[config.mk]
export PLATFORM = sky130hd
export DESIGN_NAME = wav_riff_header_parser
export DESIGN_NICKNAME = d
export VERILOG_FILES = /design/src/design/wrp_pkg.sv /design/src/design/wrp_div.sv /design/src/design/wrp_dp.sv /design/src/design/wrp_ctrl.sv /design/src/design/wav_riff_header_parser.sv
export VERILOG_INCLUDE_DIRS = /design/src /design/src/design
export SDC_FILE = /design/constraint.sdc
export NUM_CORES = 2
export LEC_CHECK = 0
export BUFFER_PORTS_ARGS = -buffer_cell sky130_fd_sc_hd__buf_2
export CAP_MARGIN = 20
export CORE_ASPECT_RATIO = 1.2
export CORE_MARGIN = 1.5
export CORE_UTILIZATION = 59
export DETAILED_ROUTE_END_ITERATION = 8
export PLACE_DENSITY_LB_ADDON = 0.15
export SLEW_MARGIN = 40
export SYNTH_ARGS = -nofsm -noshare
export SYNTH_HDL_FRONTEND = slang
export SYNTH_SLANG_ARGS = --single-unit
[constraint.sdc]
create_clock -name i_clk -period 16.8 [get_ports i_clk]
set_clock_uncertainty 0.1 [all_clocks]
set_input_delay 0.84 -clock i_clk [delete_from_list [all_inputs] [get_ports i_clk]]
set_output_delay 0.84 -clock i_clk [all_outputs]
set_load 0.05 [all_outputs]
[src/design/wav_riff_header_parser_assert.svh]
// Assertion macros used by the parser control module (wrp_ctrl).
`ifndef WAV_RIFF_HEADER_PARSER_ASSERT_SVH
`define WAV_RIFF_HEADER_PARSER_ASSERT_SVH

`ifndef ASSERT_OFF

`define WRP_ASSERT_IMP(name, clk, rst_n, ante, cons) \
    name: assert property (@(posedge clk) disable iff (!rst_n) (ante) |-> (cons)) \
        else $error("same-cycle implication failed");

`define WRP_ASSERT_NXT(name, clk, rst_n, ante, cons) \
    name: assert property (@(posedge clk) disable iff (!rst_n) (ante) |=> (cons)) \
        else $error("next-cycle implication failed");

`define WRP_ASSERT_NEVER(name, clk, rst_n, cond) \
    name: assert property (@(posedge clk) disable iff (!rst_n) !(cond)) \
        else $error("forbidden condition seen");

`else

`define WRP_ASSERT_IMP(name, clk, rst_n, ante, cons)
`define WRP_ASSERT_NXT(name, clk, rst_n, ante, cons)
`define WRP_ASSERT_NEVER(name, clk, rst_n, cond)

`endif

`endif

[src/design/wrp_pkg.sv]
`default_nettype none
package wrp_pkg;

    localparam logic [31:0] TAG_RIFF = 32'h5249_4646;
    localparam logic [31:0] TAG_WAVE = 32'h5741_5645;
    localparam logic [31:0] TAG_FMT  = 32'h666D_7420;
    localparam logic [31:0] TAG_DATA = 32'h6461_7461;

    localparam int FMT_BASE_LEN = 16;
    localparam int FMT_BITS_AT  = 14;

    localparam int FRAME_W   = 35;
    localparam int DIV_STEPS = 35;
    localparam int DIV_CNT_W = 6;
    localparam int TDATA_W   = 112;

    localparam logic [2:0] ST_OK        = 3'd0;
    localparam logic [2:0] ST_NO_RIFF   = 3'd1;
    localparam logic [2:0] ST_NO_WAVE   = 3'd2;
    localparam logic [2:0] ST_NO_FMT    = 3'd3;
    localparam logic [2:0] ST_NO_DATA   = 3'd4;
    localparam logic [2:0] ST_SHORT_FMT = 3'd5;
    localparam logic [2:0] ST_ZERO_DIV  = 3'd6;

    localparam logic [2:0] OP_NONE = 3'd0;
    localparam logic [2:0] OP_HDR  = 3'd1;
    localparam logic [2:0] OP_WAVE = 3'd2;
    localparam logic [2:0] OP_BODY = 3'd3;
    localparam logic [2:0] OP_SKIP = 3'd4;
    localparam logic [2:0] OP_PAY  = 3'd5;

    typedef struct packed {
        logic       acc;
        logic       clear;
        logic [2:0] op;
        logic       ld_skip;
        logic       ld_pay;
        logic       div_start;
        logic       st_we;
        logic [2:0] st_code;
    } t_cmd;

    typedef struct packed {
        logic hdr_last;
        logic wave_last;
        logic body_last;
        logic tag_riff;
        logic tag_wave;
        logic tag_fmt;
        logic tag_data;
        logic size_small;
        logic size_zero;
        logic size_is16;
        logic skip_one;
        logic pay_one;
        logic div_zero;
        logic div_done;
    } t_flags;

endpackage
`default_nettype wire

[src/design/wrp_div.sv]
`default_nettype none
module wrp_div (
    input  wire logic                        i_clk,
    input  wire logic                        i_rst_n,
    input  wire logic                        i_start,
    input  wire logic [wrp_pkg::FRAME_W-1:0] i_dividend,
    input  wire logic [31:0]                 i_divisor,
    output logic                             o_done,
    output logic [wrp_pkg::FRAME_W-1:0]      o_quot
);
    import wrp_pkg::*;

    logic                 r_run;
    logic                 r_done;
    logic [DIV_CNT_W-1:0] r_cnt;
    logic [31:0]          r_rem;
    logic [31:0]          r_dsr;
    logic [FRAME_W-1:0]   r_quo;

    logic [32:0] w_trial;
    logic [32:0] w_diff;
    logic        w_ge;
    logic [31:0] n_rem;

    always_comb begin
        w_trial = {r_rem, r_quo[FRAME_W-1]};
        w_diff  = w_trial - {1'b0, r_dsr};
        w_ge    = (w_trial >= {1'b0, r_dsr});
        n_rem   = w_ge ? w_diff[31:0] : w_trial[31:0];
    end

    always_ff @(posedge i_clk) begin
        if (!i_rst_n) begin
            r_run  <= 1'b0;
            r_done <= 1'b0;
            r_cnt  <= '0;
        end else begin
            r_done <= 1'b0;
            if (i_start) begin
                r_run <= 1'b1;
                r_cnt <= '0;
            end else if (r_run) begin
                r_cnt <= r_cnt + 1'b1;
                if (r_cnt == DIV_CNT_W'(DIV_STEPS - 1)) begin
                    r_run  <= 1'b0;
                    r_done <= 1'b1;
                end
            end
        end
    end

    always_ff @(posedge i_clk) begin
        if (i_start) begin
            r_rem <= '0;
            r_dsr <= i_divisor;
            r_quo <= i_dividend;
        end else if (r_run) begin
            r_rem <= n_rem;
            r_quo <= {r_quo[FRAME_W-2:0], w_ge};
        end
    end

    assign o_done = r_done;
    assign o_quot = r_quo;

endmodule
`default_nettype wire

[src/design/wrp_dp.sv]
`default_nettype none
module wrp_dp (
    input  wire logic                        i_clk,
    input  wire logic                        i_rst_n,
    input  wire logic [7:0]                  i_byte,
    input  wire wrp_pkg::t_cmd               i_cmd,
    output wrp_pkg::t_flags                  o_flags,
    output logic [7:0]                       o_pbyte,
    output logic [15:0]                      o_channels,
    output logic [31:0]                      o_rate,
    output logic [15:0]                      o_bits,
    output logic [wrp_pkg::FRAME_W-1:0]      o_frames,
    output logic [2:0]                       o_status
);
    import wrp_pkg::*;

    logic [3:0]         r_idx;
    logic [31:0]        r_tag;
    logic [31:0]        r_size;
    logic [31:0]        r_skip;
    logic [31:0]        r_pay;
    logic [15:0]        r_ch;
    logic [31:0]        r_rate;
    logic [15:0]        r_bits;
    logic [FRAME_W-1:0] r_frames;
    logic [2:0]         r_status;
    logic [31:0]        r_prod;
    logic [7:0]         r_pbyte;

    logic [3:0]         e_idx;
    logic [31:0]        e_tag;
    logic [31:0]        e_size;
    logic [31:0]        e_skip;
    logic [31:0]        e_pay;
    logic [15:0]        e_ch;
    logic [31:0]        e_rate;
    logic [15:0]        e_bits;
    logic [2:0]         w_hi;
    logic [31:0]        n_tag;
    logic [31:0]        n_size;
    logic               w_div_done;
    logic [FRAME_W-1:0] w_quot;

    always_comb begin
        e_idx  = i_cmd.clear ? '0 : r_idx;
        e_tag  = i_cmd.clear ? '0 : r_tag;
        e_size = i_cmd.clear ? '0 : r_size;
        e_skip = i_cmd.clear ? '0 : r_skip;
        e_pay  = i_cmd.clear ? '0 : r_pay;
        e_ch   = i_cmd.clear ? '0 : r_ch;
        e_rate = i_cmd.clear ? '0 : r_rate;
        e_bits = i_cmd.clear ? '0 : r_bits;
        w_hi   = e_idx[2:0];
        n_tag  = {e_tag[23:0], i_byte};
        n_size = (w_hi == 3'd0) ? '0 : e_size;
        case (w_hi)
            3'd4: n_size[7:0]   = i_byte;
            3'd5: n_size[15:8]  = i_byte;
            3'd6: n_size[23:16] = i_byte;
            3'd7: n_size[31:24] = i_byte;
            default: ;
        endcase
    end

    always_comb begin
        o_flags.hdr_last   = (w_hi == 3'd7);
        o_flags.wave_last  = (e_idx == 4'd3);
        o_flags.body_last  = (e_idx == 4'(FMT_BASE_LEN - 1));
        o_flags.tag_riff   = (e_tag == TAG_RIFF);
        o_flags.tag_wave   = (n_tag == TAG_WAVE);
        o_flags.tag_fmt    = (e_tag == TAG_FMT);
        o_flags.tag_data   = (e_tag == TAG_DATA);
        o_flags.size_small = (n_size < 32'(FMT_BASE_LEN));
        o_flags.size_zero  = (n_size == '0);
        o_flags.size_is16  = (e_size == 32'(FMT_BASE_LEN));
        o_flags.skip_one   = (e_skip == 32'd1);
        o_flags.pay_one    = (e_pay == 32'd1);
        o_flags.div_zero   = (e_ch == '0) || (e_bits == '0);
        o_flags.div_done   = w_div_done;
    end

    always_ff @(posedge i_clk) begin
        if (!i_rst_n) begin
            r_idx    <= '0;
            r_tag    <= '0;
            r_size   <= '0;
            r_skip   <= '0;
            r_pay    <= '0;
            r_ch     <= '0;
            r_rate   <= '0;
            r_bits   <= '0;
            r_frames <= '0;
            r_status <= ST_OK;
        end else if (i_cmd.acc) begin
            r_idx  <= e_idx;
            r_tag  <= e_tag;
            r_size <= e_size;
            r_skip <= e_skip;
            r_pay  <= e_pay;
            r_ch   <= e_ch;
            r_rate <= e_rate;
            r_bits <= e_bits;
            if (i_cmd.clear) begin
                r_frames <= '0;
            end
            case (i_cmd.op)
                OP_HDR: begin
                    if (w_hi < 3'd4) begin
                        r_tag <= n_tag;
                    end
                    r_size <= n_size;
                    r_idx  <= o_flags.hdr_last ? 4'd0 : 4'(w_hi) + 4'd1;
                end
                OP_WAVE: begin
                    r_tag <= n_tag;
                    r_idx <= o_flags.wave_last ? 4'd0 : e_idx + 4'd1;
                end
                OP_BODY: begin
                    case (e_idx)
                        4'd2: r_ch[7:0]       <= i_byte;
                        4'd3: r_ch[15:8]      <= i_byte;
                        4'd4: r_rate[7:0]     <= i_byte;
                        4'd5: r_rate[15:8]    <= i_byte;
                        4'd6: r_rate[23:16]   <= i_byte;
                        4'd7: r_rate[31:24]   <= i_byte;
                        4'(FMT_BITS_AT):     r_bits[7:0]  <= i_byte;
                        4'(FMT_BITS_AT + 1): r_bits[15:8] <= i_byte;
                        default: ;
                    endcase
                    if (o_flags.body_last) begin
                        r_idx  <= '0;
                        r_skip <= e_size - 32'(FMT_BASE_LEN);
                    end else begin
                        r_idx <= e_idx + 4'd1;
                    end
                end
                OP_SKIP: r_skip <= e_skip - 32'd1;
                OP_PAY:  r_pay  <= e_pay - 32'd1;
                default: ;
            endcase
            if (i_cmd.ld_skip) begin
                r_skip <= n_size;
            end
            if (i_cmd.ld_pay) begin
                r_pay <= n_size;
            end
            if (i_cmd.st_we) begin
                r_status <= i_cmd.st_code;
            end else if (i_cmd.clear) begin
                r_status <= ST_OK;
            end
        end else if (w_div_done) begin
            r_frames <= w_quot;
        end
    end

    always_ff @(posedge i_clk) begin
        r_prod <= 32'(r_ch) * 32'(r_bits);
        if (i_cmd.acc) begin
            r_pbyte <= (i_cmd.op == OP_PAY) ? i_byte : 8'd0;
        end
    end

    wrp_div u_div (
        .i_clk      (i_clk),
        .i_rst_n    (i_rst_n),
        .i_start    (i_cmd.acc && i_cmd.div_start),
        .i_dividend ({n_size, 3'b000}),
        .i_divisor  (r_prod),
        .o_done     (w_div_done),
        .o_quot     (w_quot)
    );

    assign o_pbyte    = r_pbyte;
    assign o_channels = r_ch;
    assign o_rate     = r_rate;
    assign o_bits     = r_bits;
    assign o_frames   = r_frames;
    assign o_status   = r_status;

endmodule
`default_nettype wire

[src/design/wrp_ctrl.sv]
`default_nettype none
`include "wav_riff_header_parser_assert.svh"
module wrp_ctrl (
    input  wire logic            i_clk,
    input  wire logic            i_rst_n,
    input  wire logic            i_in_valid,
    input  wire logic            i_first,
    input  wire logic            i_eos,
    output logic                 o_in_ready,
    input  wire logic            i_out_ready,
    output logic                 o_out_valid,
    output logic                 o_pvalid,
    output logic                 o_plast,
    output logic                 o_hready,
    output wrp_pkg::t_cmd        o_cmd,
    input  wire wrp_pkg::t_flags i_flags
);
    import wrp_pkg::*;

    localparam logic [3:0] PH_RIFF      = 4'd0;
    localparam logic [3:0] PH_WAVE      = 4'd1;
    localparam logic [3:0] PH_FMT_HDR   = 4'd2;
    localparam logic [3:0] PH_FMT_SKIP  = 4'd3;
    localparam logic [3:0] PH_FMT_BODY  = 4'd4;
    localparam logic [3:0] PH_FMT_TAIL  = 4'd5;
    localparam logic [3:0] PH_DATA_HDR  = 4'd6;
    localparam logic [3:0] PH_DATA_SKIP = 4'd7;
    localparam logic [3:0] PH_PAYLOAD   = 4'd8;
    localparam logic [3:0] PH_DONE      = 4'd9;
    localparam logic [3:0] PH_ERROR     = 4'd10;

    logic [3:0] r_phase;
    logic       r_busy;
    logic       r_oval;
    logic       r_pvalid;
    logic       r_plast;
    logic       r_hready;

    logic [3:0] e_phase;
    logic [3:0] n_phase;
    logic       n_pvalid;
    logic       n_plast;
    logic       w_acc;

    assign o_in_ready = !r_busy && (!r_oval || i_out_ready);
    assign w_acc      = i_in_valid && o_in_ready;

    always_comb begin
        e_phase         = i_first ? PH_RIFF : r_phase;
        n_phase         = e_phase;
        n_pvalid        = 1'b0;
        n_plast         = 1'b0;
        o_cmd           = '0;
        o_cmd.acc       = w_acc;
        o_cmd.clear     = w_acc && i_first;
        o_cmd.op        = OP_NONE;
        o_cmd.st_code   = ST_OK;
        case (e_phase)
            PH_RIFF: begin
                o_cmd.op = OP_HDR;
                if (i_flags.hdr_last) begin
                    if (i_flags.tag_riff) begin
                        n_phase = PH_WAVE;
                    end else begin
                        n_phase       = PH_ERROR;
                        o_cmd.st_we   = 1'b1;
                        o_cmd.st_code = ST_NO_RIFF;
                    end
                end
            end
            PH_WAVE: begin
                o_cmd.op = OP_WAVE;
                if (i_flags.wave_last) begin
                    if (i_flags.tag_wave) begin
                        n_phase = PH_FMT_HDR;
                    end else begin
                        n_phase       = PH_ERROR;
                        o_cmd.st_we   = 1'b1;
                        o_cmd.st_code = ST_NO_WAVE;
                    end
                end
            end
            PH_FMT_HDR, PH_DATA_HDR: begin
                o_cmd.op = OP_HDR;
                if (i_flags.hdr_last) begin
                    if (e_phase == PH_FMT_HDR && i_flags.tag_fmt) begin
                        if (i_flags.size_small) begin
                            n_phase       = PH_ERROR;
                            o_cmd.st_we   = 1'b1;
                            o_cmd.st_code = ST_SHORT_FMT;
                        end else begin
                            n_phase = PH_FMT_BODY;
                        end
                    end else if (e_phase == PH_DATA_HDR && i_flags.tag_data) begin
                        if (i_flags.div_zero) begin
                            n_phase       = PH_ERROR;
                            o_cmd.st_we   = 1'b1;
                            o_cmd.st_code = ST_ZERO_DIV;
                        end else begin
                            o_cmd.div_start = 1'b1;
                            o_cmd.ld_pay    = 1'b1;
                            n_phase = i_flags.size_zero ? PH_DONE : PH_PAYLOAD;
                        end
                    end else if (!i_flags.size_zero) begin
                        o_cmd.ld_skip = 1'b1;
                        n_phase = (e_phase == PH_FMT_HDR) ? PH_FMT_SKIP : PH_DATA_SKIP;
                    end
                end
            end
            PH_FMT_SKIP, PH_FMT_TAIL, PH_DATA_SKIP: begin
                o_cmd.op = OP_SKIP;
                if (i_flags.skip_one) begin
                    n_phase = (e_phase == PH_FMT_SKIP) ? PH_FMT_HDR : PH_DATA_HDR;
                end
            end
            PH_FMT_BODY: begin
                o_cmd.op = OP_BODY;
                if (i_flags.body_last) begin
                    n_phase = i_flags.size_is16 ? PH_DATA_HDR : PH_FMT_TAIL;
                end
            end
            PH_PAYLOAD: begin
                o_cmd.op = OP_PAY;
                n_pvalid = 1'b1;
                if (i_flags.pay_one) begin
                    n_plast = 1'b1;
                    n_phase = PH_DONE;
                end
            end
            default: ;
        endcase

        if (i_eos) begin
            case (n_phase)
                PH_RIFF: begin
                    n_phase       = PH_ERROR;
                    o_cmd.st_we   = 1'b1;
                    o_cmd.st_code = ST_NO_RIFF;
                end
                PH_WAVE: begin
                    n_phase       = PH_ERROR;
                    o_cmd.st_we   = 1'b1;
                    o_cmd.st_code = ST_NO_WAVE;
                end
                PH_FMT_HDR, PH_FMT_SKIP: begin
                    n_phase       = PH_ERROR;
                    o_cmd.st_we   = 1'b1;
                    o_cmd.st_code = ST_NO_FMT;
                end
                PH_FMT_BODY: begin
                    n_phase       = PH_ERROR;
                    o_cmd.st_we   = 1'b1;
                    o_cmd.st_code = ST_SHORT_FMT;
                end
                PH_FMT_TAIL, PH_DATA_HDR, PH_DATA_SKIP: begin
                    n_phase       = PH_ERROR;
                    o_cmd.st_we   = 1'b1;
                    o_cmd.st_code = ST_NO_DATA;
                end
                PH_PAYLOAD: begin
                    n_plast = n_plast || n_pvalid;
                    n_phase = PH_DONE;
                end
                default: ;
            endcase
        end
    end

    always_ff @(posedge i_clk) begin
        if (!i_rst_n) begin
            r_phase  <= PH_RIFF;
            r_busy   <= 1'b0;
            r_oval   <= 1'b0;
            r_pvalid <= 1'b0;
            r_plast  <= 1'b0;
            r_hready <= 1'b0;
        end else if (w_acc) begin
            r_phase <= n_phase;
            if (o_cmd.div_start) begin
                r_busy <= 1'b1;
                r_oval <= 1'b0;
            end else begin
                r_oval   <= 1'b1;
                r_pvalid <= n_pvalid;
                r_plast  <= n_plast;
                r_hready <= 1'b0;
            end
        end else if (i_flags.div_done) begin
            r_busy   <= 1'b0;
            r_oval   <= 1'b1;
            r_pvalid <= 1'b0;
            r_plast  <= 1'b0;
            r_hready <= 1'b1;
        end else if (i_out_ready) begin
            r_oval <= 1'b0;
        end
    end

    assign o_out_valid = r_oval;
    assign o_pvalid    = r_pvalid;
    assign o_plast     = r_plast;
    assign o_hready    = r_hready;

    `WRP_ASSERT_NEVER(a_busy_without_out, i_clk, i_rst_n, r_busy && r_oval)
    `WRP_ASSERT_IMP(a_done_only_busy, i_clk, i_rst_n, i_flags.div_done, r_busy)
    `WRP_ASSERT_NXT(a_start_holds, i_clk, i_rst_n, w_acc && o_cmd.div_start, r_busy && !r_oval)
    `WRP_ASSERT_IMP(a_last_is_payload, i_clk, i_rst_n, r_oval && r_plast, r_pvalid)

endmodule
`default_nettype wire

[src/design/wav_riff_header_parser.sv]
// RIFF/WAVE header parser with payload pass-through.
// Input stream s_axis: one file byte per item in tdata, tuser = first byte of a
// file (restarts parsing), tlast = final byte available from the file.
// Output stream m_axis: exactly one item per input item, in order. tdata holds
// the payload byte, the held fmt values, the frame count and the status code;
// tuser flags a payload byte and the end of the data chunk header; tlast marks
// the final payload byte.
// Each result is registered and appears in the cycle after its byte is accepted, so one byte
// per cycle is sustained while the receiver keeps m_axis_tready high and no divide is running.
// The byte that completes the data chunk header starts a bit-serial divider
// for the frame count: its result appears once the divider finishes, and
// s_axis_tready stays low meanwhile. This happens at most once per file.
// When the receiver stalls, the result is held in the output register and
// s_axis_tready drops until it is taken; a new byte is accepted in the same
// cycle as the waiting result leaves.
// Reset (synchronous, active low) clears the parser, the held values and the
// output valid and flag registers; no result is pending after reset.
`default_nettype none
module wav_riff_header_parser (
    input  wire logic                        i_clk,
    input  wire logic                        i_rst_n,
    input  wire logic                        s_axis_tvalid,
    output logic                             s_axis_tready,
    input  wire logic [7:0]                  s_axis_tdata,  // in_byte
    input  wire logic                        s_axis_tuser,  // first_byte
    input  wire logic                        s_axis_tlast,  // end_of_stream
    output logic                             m_axis_tvalid,
    input  wire logic                        m_axis_tready,
    // payload_byte, channel_count, sample_rate, bit_depth, frame_count,
    // status, zero fill
    output logic [wrp_pkg::TDATA_W-1:0]      m_axis_tdata,
    output logic [1:0]                       m_axis_tuser,  // payload_valid, header_ready
    output logic                             m_axis_tlast   // payload_last
);
    import wrp_pkg::*;

    t_cmd               w_cmd;
    t_flags             w_flags;
    logic               w_pvalid;
    logic               w_plast;
    logic               w_hready;
    logic [7:0]         w_pbyte;
    logic [15:0]        w_channels;
    logic [31:0]        w_rate;
    logic [15:0]        w_bits;
    logic [FRAME_W-1:0] w_frames;
    logic [2:0]         w_status;

    wrp_ctrl u_ctrl (
        .i_clk       (i_clk),
        .i_rst_n     (i_rst_n),
        .i_in_valid  (s_axis_tvalid),
        .i_first     (s_axis_tuser),
        .i_eos       (s_axis_tlast),
        .o_in_ready  (s_axis_tready),
        .i_out_ready (m_axis_tready),
        .o_out_valid (m_axis_tvalid),
        .o_pvalid    (w_pvalid),
        .o_plast     (w_plast),
        .o_hready    (w_hready),
        .o_cmd       (w_cmd),
        .i_flags     (w_flags)
    );

    wrp_dp u_dp (
        .i_clk      (i_clk),
        .i_rst_n    (i_rst_n),
        .i_byte     (s_axis_tdata),
        .i_cmd      (w_cmd),
        .o_flags    (w_flags),
        .o_pbyte    (w_pbyte),
        .o_channels (w_channels),
        .o_rate     (w_rate),
        .o_bits     (w_bits),
        .o_frames   (w_frames),
        .o_status   (w_status)
    );

    assign m_axis_tdata = {2'b00, w_status, w_frames, w_bits, w_rate, w_channels, w_pbyte};
    assign m_axis_tuser = {w_hready, w_pvalid};
    assign m_axis_tlast = w_plast;

endmodule
`default_nettype wire

==> run metrics <==
total number of vias 25781; number of enable flip-flop cells after synthesis 72; GRT Util Overall 34.3%; initial core utilization 59.5%; vias in the first global route around 25000; PD cells 75.7 nW/um2; Clock Tree Root clkbuf_16; largest net degree at the start of global routing ~100; starting DRC count in detailed routing 2724; final wirelength 86100 um; first-pass GRT wire length approximately 130000 um; synth top area cells dfxtp_1, fa_1, edfxtp_1; Area Growth Syn to Fin 7.91%; share of the synthesized area in the top cell type 22.4%; DR vias/cell 6.35; Top Layer Used met5; Routed met3 length about 6400 um; mean post-synth cell area 8.29 um2; Async S/R FF share, synth 0%; final instance area between 30000 and 40000 um2; n_diodes 0; CTS tree yes; Max IR drop VDD 0.0891 mV; crit path kind reg2reg; leading area contributor after synthesis dfxtp_1; FMAX 141 MHz; Crit path required time 17.18 ns; Synth Instances about 3400; Hold Path Class reg2reg; Rows 88; Startpoint Class register; Die Span Y 244 um; unrepaired setup endpoints after global routing no; total core area 47900 um2; Avg WL per Cell 21.2 um; WL met2 41300 um; post-route ant nets 0; GR Overflow Total 0; Setup WS post-layout 9.73 ns; max_slew headroom between 40% and 50%; Tmin final a little over 7 ns; setup TNS 0 ns; status completed; Die Wd 204 um; gpl congestion 0.956; yosys warns 0; Clock Sink Count 390; Clk pin slew, worst setup/hold paths around 0.06 ns; clock latency on the worst-skew pair 0.57 ns; final worst-path cycle share a little over two fifths; Yosys cell types between 90 and 100; Nets 3750; H-tree depth 2; Place WS 9.78 ns; Slew Viols, Final 0; Max-Cap Viols 0; DRT Pass-1 Iters 6; TritonCTS Buffers 42; hold buffers post-CTS 0; die area 49600 um2; io pins about 130; R2R Setup Slk slightly below 10 ns; Final Hold Fails 0; Finished Layout Cells 4057; DRT met1 WL about 32000 um; Max Root-Sink Buffers 3; setup bufs post-CTS 0; Post-synth top flop dfxtp_1; fraction of layout cells with a size suffix above 1 8.58%; leak pwr 0.0129 uW; Setup Viol. Count Final 0; dpl cells roughly 4000; DP HPWL slightly above 60000 um; DRC violations left 0; Mapped Area 28500 um2; initial antenna violation count 1; Synth Register Bits just under 400; Worst setup EP type register; worst slew pin tran about 0.87 ns; Crit path arrival time 7.45 ns; PortBufs 128; number of gates given a new drive strength after cts 0; sequential element share of the synthesized area 29.9%; fin util 64.2%; Crit Path Max Fanout 19; placed cell areas roughly 29000 um2
==> kinds of logic (layout without fill, tap and decap cells) <==
family                   Yosys count  count (layout)  synth area share (%)
flip-flops                       390             390                  29.9
multiplexers                      47              47                  1.73
AO/OA/AOI/OAI                    778             778                  17.8
other                              1               2                0.0132
AND/OR/NAND/NOR                 1263            1263                  20.8
XOR/XNOR                          73              73                  2.25
adder cells (fa/ha/maj)          342             342                  20.2
buffers and inverters            539             532                  7.25
==> cell usage after synthesis, drive strengths merged (9+ instances only) <==
cell and instances:
nand2 400, nor2 344, dfxtp 318, inv 297, a21oi 209, clkbuf 209, fa 195, a22oi 150
o21ai 149, ha 147, and2 104, nand3 99, nor3 87, edfxtp 72, xnor2 51, nor4 42
o211ai 36, nand4 33, a211oi 32, buf 32, and3 31, mux2i 30, a31oi 29, xor2 22
a21o 19, or2 19, or3 19, nand2b 18, or4 18, mux2 17, nor2b 17, o22ai 16
a221oi 15, o311ai 13, o31ai 13, o21a 12, o21bai 9
==> per-stage QoR <==
step / hold slack (ns) / total power, uW
2_1_floorplan: 0.286 / 1270
3_3_place_gp: 0.288 / 1340
3_5_place_dp: 0.289 / 1350
4_1_cts: 0.298 / 2330
5_1_grt: 0.305 / 2410
6_report: 0.299 / 2330
==> critical path: stages (launching register included) <==
cell,delay [ns]
dfxtp_1,0.85
nand2_1,0.17
fa_1,0.58
inv_1,0.07
fa_1,0.49
inv_1,0.05
fa_1,0.53
inv_1,0.05
fa_1,0.47
inv_1,0.05
fa_1,0.48
inv_1,0.05
fa_1,0.44
ha_1,0.36
a21o_1,0.19
a221oi_1,0.31
a2bb2oi_1,0.26
o311a_1,0.25
or4_1,0.13
o211ai_1,0.11
or4_1,0.43
a31o_1,0.22
a21oi_1,0.18
xnor2_1,0.14
==> placed cells by master, fill, tap and decap left out, types with 25 or more instances in the layout <==
cell type	netlist	layout
clkbuf_16	0	43
o21ai_1	44	43
nor2_1	344	340
edfxtp_1	72	72
nor4_1	41	39
and3_1	31	30
o211ai_1	36	36
xnor2_1	51	51
a22oi_1	150	150
and2_1	104	104
o21ai_0	105	104
inv_1	292	291
a211oi_1	31	31
a31oi_1	29	29
a21oi_1	209	209
ha_1	147	147
fa_1	195	195
nand2_1	399	398
nand4_1	33	33
dfxtp_1	318	316
buf_4	4	25
buf_2	9	128
nand3_1	99	98
nor3_1	86	83
mux2i_1	30	30
==> per-layer routing <==
layer  global-route usage [%]  vias up
met5                        0        -
met4                     21.9        2
met3                     5.02      294
met2                     56.7     1247
met1                     41.9    12460
li1                         -    11778
==> power breakdown <==
group,leakage (uW),switching [uW],internal (uW)
clock network,0.000715,394,592
logic,0.00889,224,122
registers,0.00333,23.2,972
total,0.0129,642,1690
==> cell type report <==
type / count / area, um2
well taps: 630 / 788
clock inverters: 24 / 309
fillers: 4096 / 17200
inverters: 298 / 1120
clock buffers: 53 / 1140
multi-input cells: 2505 / 18000
repair buffers: 157 / 873
flip-flops and latches: 390 / 8530
==> worst paths after layout <==
| check | startpoint | endpoint | cells after the start |
|---|---|---|---|
| worst min-delay path | u_dp.r_prod[21] | u_dp.u_div.r_dsr[21] | 0 |
| worst min register to register | u_dp.r_prod[21] | u_dp.u_div.r_dsr[21] | 0 |
| worst max register to register | u_dp.o_channels[7] | u_dp.r_prod[31] | 23 |
| worst max-delay path | u_dp.o_channels[7] | u_dp.r_prod[31] | 23 |
(Power assumes the default switching activity.)
